==> config.mk <==
export PLATFORM = sky130hd
export DESIGN_NAME = snacc_iter
export DESIGN_NICKNAME = d
export VERILOG_FILES = /design/src/rtl/smooth_normal_accumulator_unit_defines.svh /design/src/rtl/snacc_pkg.sv /design/src/rtl/snacc_iter.sv
export SDC_FILE = /design/constraint.sdc
export NUM_CORES = 1
export LEC_CHECK = 0
export BUFFER_PORTS_ARGS = -buffer_cell sky130_fd_sc_hd__buf_2
export CAP_MARGIN = 20
export CELL_PAD_IN_SITES_DETAIL_PLACEMENT = 0
export CELL_PAD_IN_SITES_GLOBAL_PLACEMENT = 1
export CORE_MARGIN = 3
export CORE_UTILIZATION = 42
export DETAILED_ROUTE_END_ITERATION = 10
export GPL_TIMING_DRIVEN = 0
export PLACE_DENSITY = 0.9
export SLEW_MARGIN = 0
export SYNTH_ARGS = -nofsm -noshare
export SYNTH_HDL_FRONTEND = slang
export SYNTH_SLANG_ARGS = --single-unit
export TNS_END_PERCENT = 50
==> constraint.sdc <==
create_clock -name clk -period 10.2 [get_ports clk]
set_clock_uncertainty 0.2 [all_clocks]
set_input_delay 1.02 -clock clk [delete_from_list [all_inputs] [get_ports clk]]
set_output_delay 1.02 -clock clk [all_outputs]
set_load 0.1 [all_outputs]
==> src/rtl/smooth_normal_accumulator_unit_defines.svh <==
// Assertion macros shared by the smooth normal accumulator RTL
`ifndef SMOOTH_NORMAL_ACCUMULATOR_UNIT_DEFINES_SVH
`define SMOOTH_NORMAL_ACCUMULATOR_UNIT_DEFINES_SVH

// same-cycle implication, sampled on clk, off during rst
`define SNA_ASSERT_IMP(label, ante, cons, msg) \
  label: assert property (@(posedge clk) disable iff (rst) (ante) |-> (cons)) else $error(msg);

// next-cycle implication, sampled on clk, off during rst
`define SNA_ASSERT_NXT(label, ante, cons, msg) \
  label: assert property (@(posedge clk) disable iff (rst) (ante) |=> (cons)) else $error(msg);

`endif

==> src/rtl/snacc_pkg.sv <==
// Types and constants of the smooth normal accumulator
`default_nettype none
package snacc_pkg;

  localparam int KEY_W = 32;
  localparam int SUM_W = 32;
  localparam int NRM_W = 16;
  localparam int SQ_W  = 64;
  localparam int LEN_W = 32;
  localparam int QUO_W = 15;

  localparam logic [1:0] OP_CLEAR = 2'd0;

  localparam logic [2:0] ST_ACCUM    = 3'd0;
  localparam logic [2:0] ST_DROP     = 3'd1;
  localparam logic [2:0] ST_SMOOTH   = 3'd2;
  localparam logic [2:0] ST_FALLBACK = 3'd3;
  localparam logic [2:0] ST_CLEAR    = 3'd4;

  typedef enum logic {
    IT_SQRT = 1'b0,
    IT_DIV  = 1'b1
  } iter_mode_t;

  typedef struct packed {
    logic       start;
    iter_mode_t mode;
  } iter_ctl_t;

  typedef struct packed {
    logic busy;
    logic done;
  } iter_sts_t;

endpackage
`default_nettype wire

==> src/rtl/snacc_iter.sv <==
// Shared iterative unit: bitwise integer square root and restoring divide
`default_nettype none
module snacc_iter (
  input  logic                         clk,
  input  logic                         rst,
  input  snacc_pkg::iter_ctl_t         ctl,
  input  logic [snacc_pkg::SQ_W-1:0]   radicand,
  input  logic [snacc_pkg::SUM_W-1:0]  div_mag,
  input  logic [snacc_pkg::LEN_W-1:0]  div_len,
  output snacc_pkg::iter_sts_t         sts,
  output logic [snacc_pkg::LEN_W-1:0]  root,
  output logic [snacc_pkg::QUO_W-1:0]  quo
);
  import snacc_pkg::*;

  iter_mode_t         mode_r;
  logic [5:0]         cnt;
  logic [SQ_W-1:0]    rem;
  logic [SQ_W-1:0]    res;
  logic [SQ_W-1:0]    bitv;
  logic [SQ_W-1:0]    trial;
  logic [LEN_W-1:0]   drem;
  logic [QUO_W-1:0]   dlow;
  logic [LEN_W:0]     r2;
  logic [LEN_W:0]     r2_diff;

  assign trial   = res + bitv;
  assign r2      = {drem, dlow[QUO_W-1]};
  assign r2_diff = r2 - {1'b0, div_len};
  assign root    = res[LEN_W-1:0];

  always_ff @(posedge clk) begin
    if (rst) begin
      sts.busy <= 1'b0;
      sts.done <= 1'b0;
      cnt      <= '0;
      mode_r   <= IT_SQRT;
    end else begin
      sts.done <= 1'b0;
      if (ctl.start) begin
        sts.busy <= 1'b1;
        mode_r   <= ctl.mode;
        cnt      <= (ctl.mode == IT_SQRT) ? 6'd32 : 6'(QUO_W);
      end else if (sts.busy) begin
        cnt <= cnt - 6'd1;
        if (cnt == 6'd1) begin
          sts.busy <= 1'b0;
          sts.done <= 1'b1;
        end
      end
    end
  end

  always_ff @(posedge clk) begin
    if (ctl.start) begin
      if (ctl.mode == IT_SQRT) begin
        rem  <= radicand;
        res  <= '0;
        bitv <= {2'b01, {(SQ_W-2){1'b0}}};
      end else begin
        // quotient fits 15 bits since mag <= len: preload the high part
        drem <= {1'b0, div_mag[SUM_W-1:1]};
        dlow <= {div_mag[0], {(QUO_W-1){1'b0}}};
        quo  <= '0;
      end
    end else if (sts.busy) begin
      if (mode_r == IT_SQRT) begin
        if (rem >= trial) begin
          rem <= rem - trial;
          res <= (res >> 1) + bitv;
        end else begin
          res <= res >> 1;
        end
        bitv <= bitv >> 2;
      end else begin
        if (r2 >= {1'b0, div_len}) begin
          drem <= r2_diff[LEN_W-1:0];
          quo  <= {quo[QUO_W-2:0], 1'b1};
        end else begin
          drem <= r2[LEN_W-1:0];
          quo  <= {quo[QUO_W-2:0], 1'b0};
        end
        dlow <= dlow << 1;
      end
    end
  end

endmodule
`default_nettype wire

==> flow_metrics.tcl <==
set metrics [dict create \
    status "complete, no violations" \
    io_buffers 180 \
    clkLatencyLatePin_ns 0.58 \
    regArea_mm2 0.00643 \
    area_growth_pct 14.1 \
    antenna_found_initial 6 \
    multi_input_area_mm2 0.0120 \
    grt_pass1_wl_mm 90.6 \
    cts_tree "done" \
    fmax_ghz 0.131 \
    cts_buffers 28 \
    synth-async-reset-ratio_pct 0 \
    gp_congestion 0.955 \
    worst-path-max-fanout 46 \
    final-setup-viol-count 0 \
    avgSynthCellArea_um2 8.60 \
    whs_ns 0.338 \
    worstHoldPathCells 2 \
    setup_ws_ns 2.54 \
    rsz0062_at_grt "false" \
    yosys_register_bits 217 \
    met3WireLength_mm 3.86 \
    rows 77 \
    synth_edf_count 208 \
    r2r_setup_slack_ns 2.54 \
    drtPass1Iterations 5 \
    dieArea_mm2 0.0485 \
    syn-num-nets 2540 \
    grt_start_max_net_pins 47 \
    grt_pass1_vias 17077 \
    required_ns 10.24 \
    drv_cap 0 \
    fillers 4326 \
    r2r-start "res[4]" \
    fp.dieW_um 220 \
    finalCritPeriodShare_pct 75.1 \
    hold_path_class "reg -> reg" \
    drive_gt1_share_pct 12.3 \
    p_per_area_mw_per_mm2 209 \
    totalWireLength_mm 58.1 \
    reg2reg_depth 22 \
    io_pins 181 \
    crit_start "res[4]" \
    highest_layer "met5" \
    r2r-end "rem[45]" \
    viasPerCell 5.79 \
    worst-slew-pin-transition_ns 1.07 \
    drcViolationCount 0 \
    cp-start-kind "flip-flop" \
    num_vias 17796 \
    m1WireLength_mm 26.5 \
    leakage_uw 0.00883 \
    place_hpwl_mm 45.5 \
    dp_slack_ns 2.66 \
    syn-instance-count 2242 \
    cts_setup_buffers 0 \
    ys_seq_area_share_pct 33.3 \
    layout.nets 2757 \
    clock-sinks 217 \
    post_cts_resized 0 \
    path_class "reg -> reg" \
    crit_path_end "rem[45]" \
    ant_nets 0 \
    initial_core_util_pct 43.0 \
    crit_arrival_ns 7.70 \
    core_area_mm2 0.0448 \
    drtIter0Drc 1570 \
    syn_area_mm2 0.0193 \
    power_uw 4600 \
    clkTransAtPathRegs_ns 0.06 \
    root_buffer "clkbuf_16" \
    fin_util_pct 49.1 \
    wl_met2_mm 25.8 \
    post-place-cells 3021 \
    critPathCaptureType "flip-flop" \
    wire_per_inst_um 18.9 \
    yosys_warnings 0 \
    hold_viol 0 \
    final_cells 3071 \
    finalCriticalPeriod_ns 7.66 \
    relSlewSlack_pct 28.7 \
    drv_slew 0 \
    grtUsageTotal_pct 23.4 \
    cts_buffer_depth 3 \
    die_h_um 220 \
    ir_drop_uv 128 \
    yosys.cell_types.count 73 \
    htree_levels 1 \
    globalRoute.totalOverflow 0 \
    hold_buffers 0 \
    synth_ff_type "edfxtp_1" \
]
sequential cells by signal, summed over array words and instances, names as in the netlist:
signal / cells
bitv: 32
mode_r: 1
dlow: 1
drem: 32
rem: 64
quo: 15
sts: 2
cnt: 6
res: 64
where the power goes:
group	internal, uW	switching (uW)	total [uW]	leakage, uW
Clock	586	399	985	0.000423
Sequential	1160	117	1280	0.00208
Combinational	859	1480	2340	0.00632
Total	2610	1990	4600	0.00883
synth_stat cells, drive strengths merged, types with 6 or more instances:
| cell type | count | share of area (%) |
|---|---|---|
| xor2 | 107 | 4.9 |
| a21boi | 7 | 0.27 |
| nor4 | 7 | 0.23 |
| inv | 70 | 1.4 |
| nand2 | 269 | 5.2 |
| nand3 | 44 | 1.1 |
| a31oi | 64 | 2.1 |
| a22oi | 7 | 0.27 |
| nand2b | 15 | 0.49 |
| edfxtp | 208 | 32 |
| and3 | 22 | 0.71 |
| or2 | 8 | 0.26 |
| o31ai | 18 | 0.73 |
| nor3 | 34 | 0.88 |
| o21ai | 206 | 5.3 |
| a31o | 12 | 0.54 |
| a21oi | 163 | 4.2 |
| a211oi | 45 | 1.8 |
| ha | 164 | 11 |
| and2 | 22 | 0.71 |
| dfxtp | 9 | 0.93 |
| o21bai | 38 | 1.5 |
| nor2 | 178 | 3.5 |
| mux2 | 14 | 0.82 |
| and4 | 9 | 0.41 |
| clkbuf | 77 | 1.5 |
| xnor2 | 100 | 4.5 |
| a21o | 58 | 2.3 |
| nor2b | 70 | 2.3 |
| buf | 40 | 1.6 |
| o211ai | 6 | 0.23 |
| or3 | 11 | 0.36 |
| o21a | 13 | 0.51 |
| nand4 | 47 | 1.5 |
| mux2i | 20 | 1.0 |
worst max-delay path, stage by stage (launching register included):
cell and delay, ns:
edfxtp_1 0.51, ha_1 0.40, a21oi_1 0.23, o21ai_0 0.17, a31oi_1 0.45, o21ai_0 0.24
a32oi_1 0.33, nand2_1 0.15, a221o_1 0.35, a31oi_1 0.26, o21ai_0 0.14, xnor2_1 0.21
ha_1 0.30, clkbuf_1 0.33, nand4_1 0.27, o311ai_0 0.49, a21oi_1 0.08, o21ai_0 0.24
a21o_1 0.17, clkbuf_1 0.54, clkbuf_1 0.51, o21a_4 0.42, buf_16 0.26
logic make-up after synthesis:
logic type	after synthesis	synth area share, %
AOI/OAI and AO/OA	684	21.9
and+or+nand+nor	747	18.2
DFF	217	33.3
buffers and inverters	187	4.49
adders and majority gates	166	10.8
muxes	34	1.86
xor gates and xnor gates	207	9.40
metrics by stage:
step	setup TNS, ns	cell area [um2]
floorplan	0	19300
global placement	-95.98	20900
detailed placement	0	21100
CTS	0	22000
global route	0	22000
finish	0	22000
per-layer routing:
metal / GRT usage (%) / up-vias
met5: 0 / -
met4: 6.89 / 6
met3: 3.60 / 116
met2: 37.7 / 652
met1: 32.5 / 8352
li1: - / 8670
how the worst min path moves through the flow:
stage	from	to	slack, ns
after floorplan	mode_r	mode_r	0.26
after global placement	mode_r	mode_r	0.28
after detailed placement	mode_r	mode_r	0.34
after CTS	mode_r	mode_r	0.35
after global routing	cnt[4]	cnt[4]	0.37
final	mode_r	mode_r	0.34
layout make-up:
cell class / instances / share of cell area [%]
Clock buffer: 34 / 3.38
Sequential cell: 217 / 29.2
Timing Repair Buffer: 187 / 4.81
Clock inverter: 13 / 0.625
Tap cell: 592 / 3.37
Buffer: 117 / 2.74
Inverter: 70 / 1.19
Antenna cell: 3 / 0.0341
Multi-Input combinational cell: 1838 / 54.6
cell usage in the layout (no fill, tap or decap), types with 47 or more instances in the layout:
cell type  count
buf_2        184
nand4_1       47
nor2b_1       70
a31oi_1       64
edfxtp_1     208
o21ai_0      179
ha_1         164
xor2_1       107
clkbuf_1      82
nor2_1       178
a21oi_1      163
xnor2_1      100
inv_1         69
a21o_1        58
nand2_1      268
No activity file was read; power rests on OpenSTA's default activity.
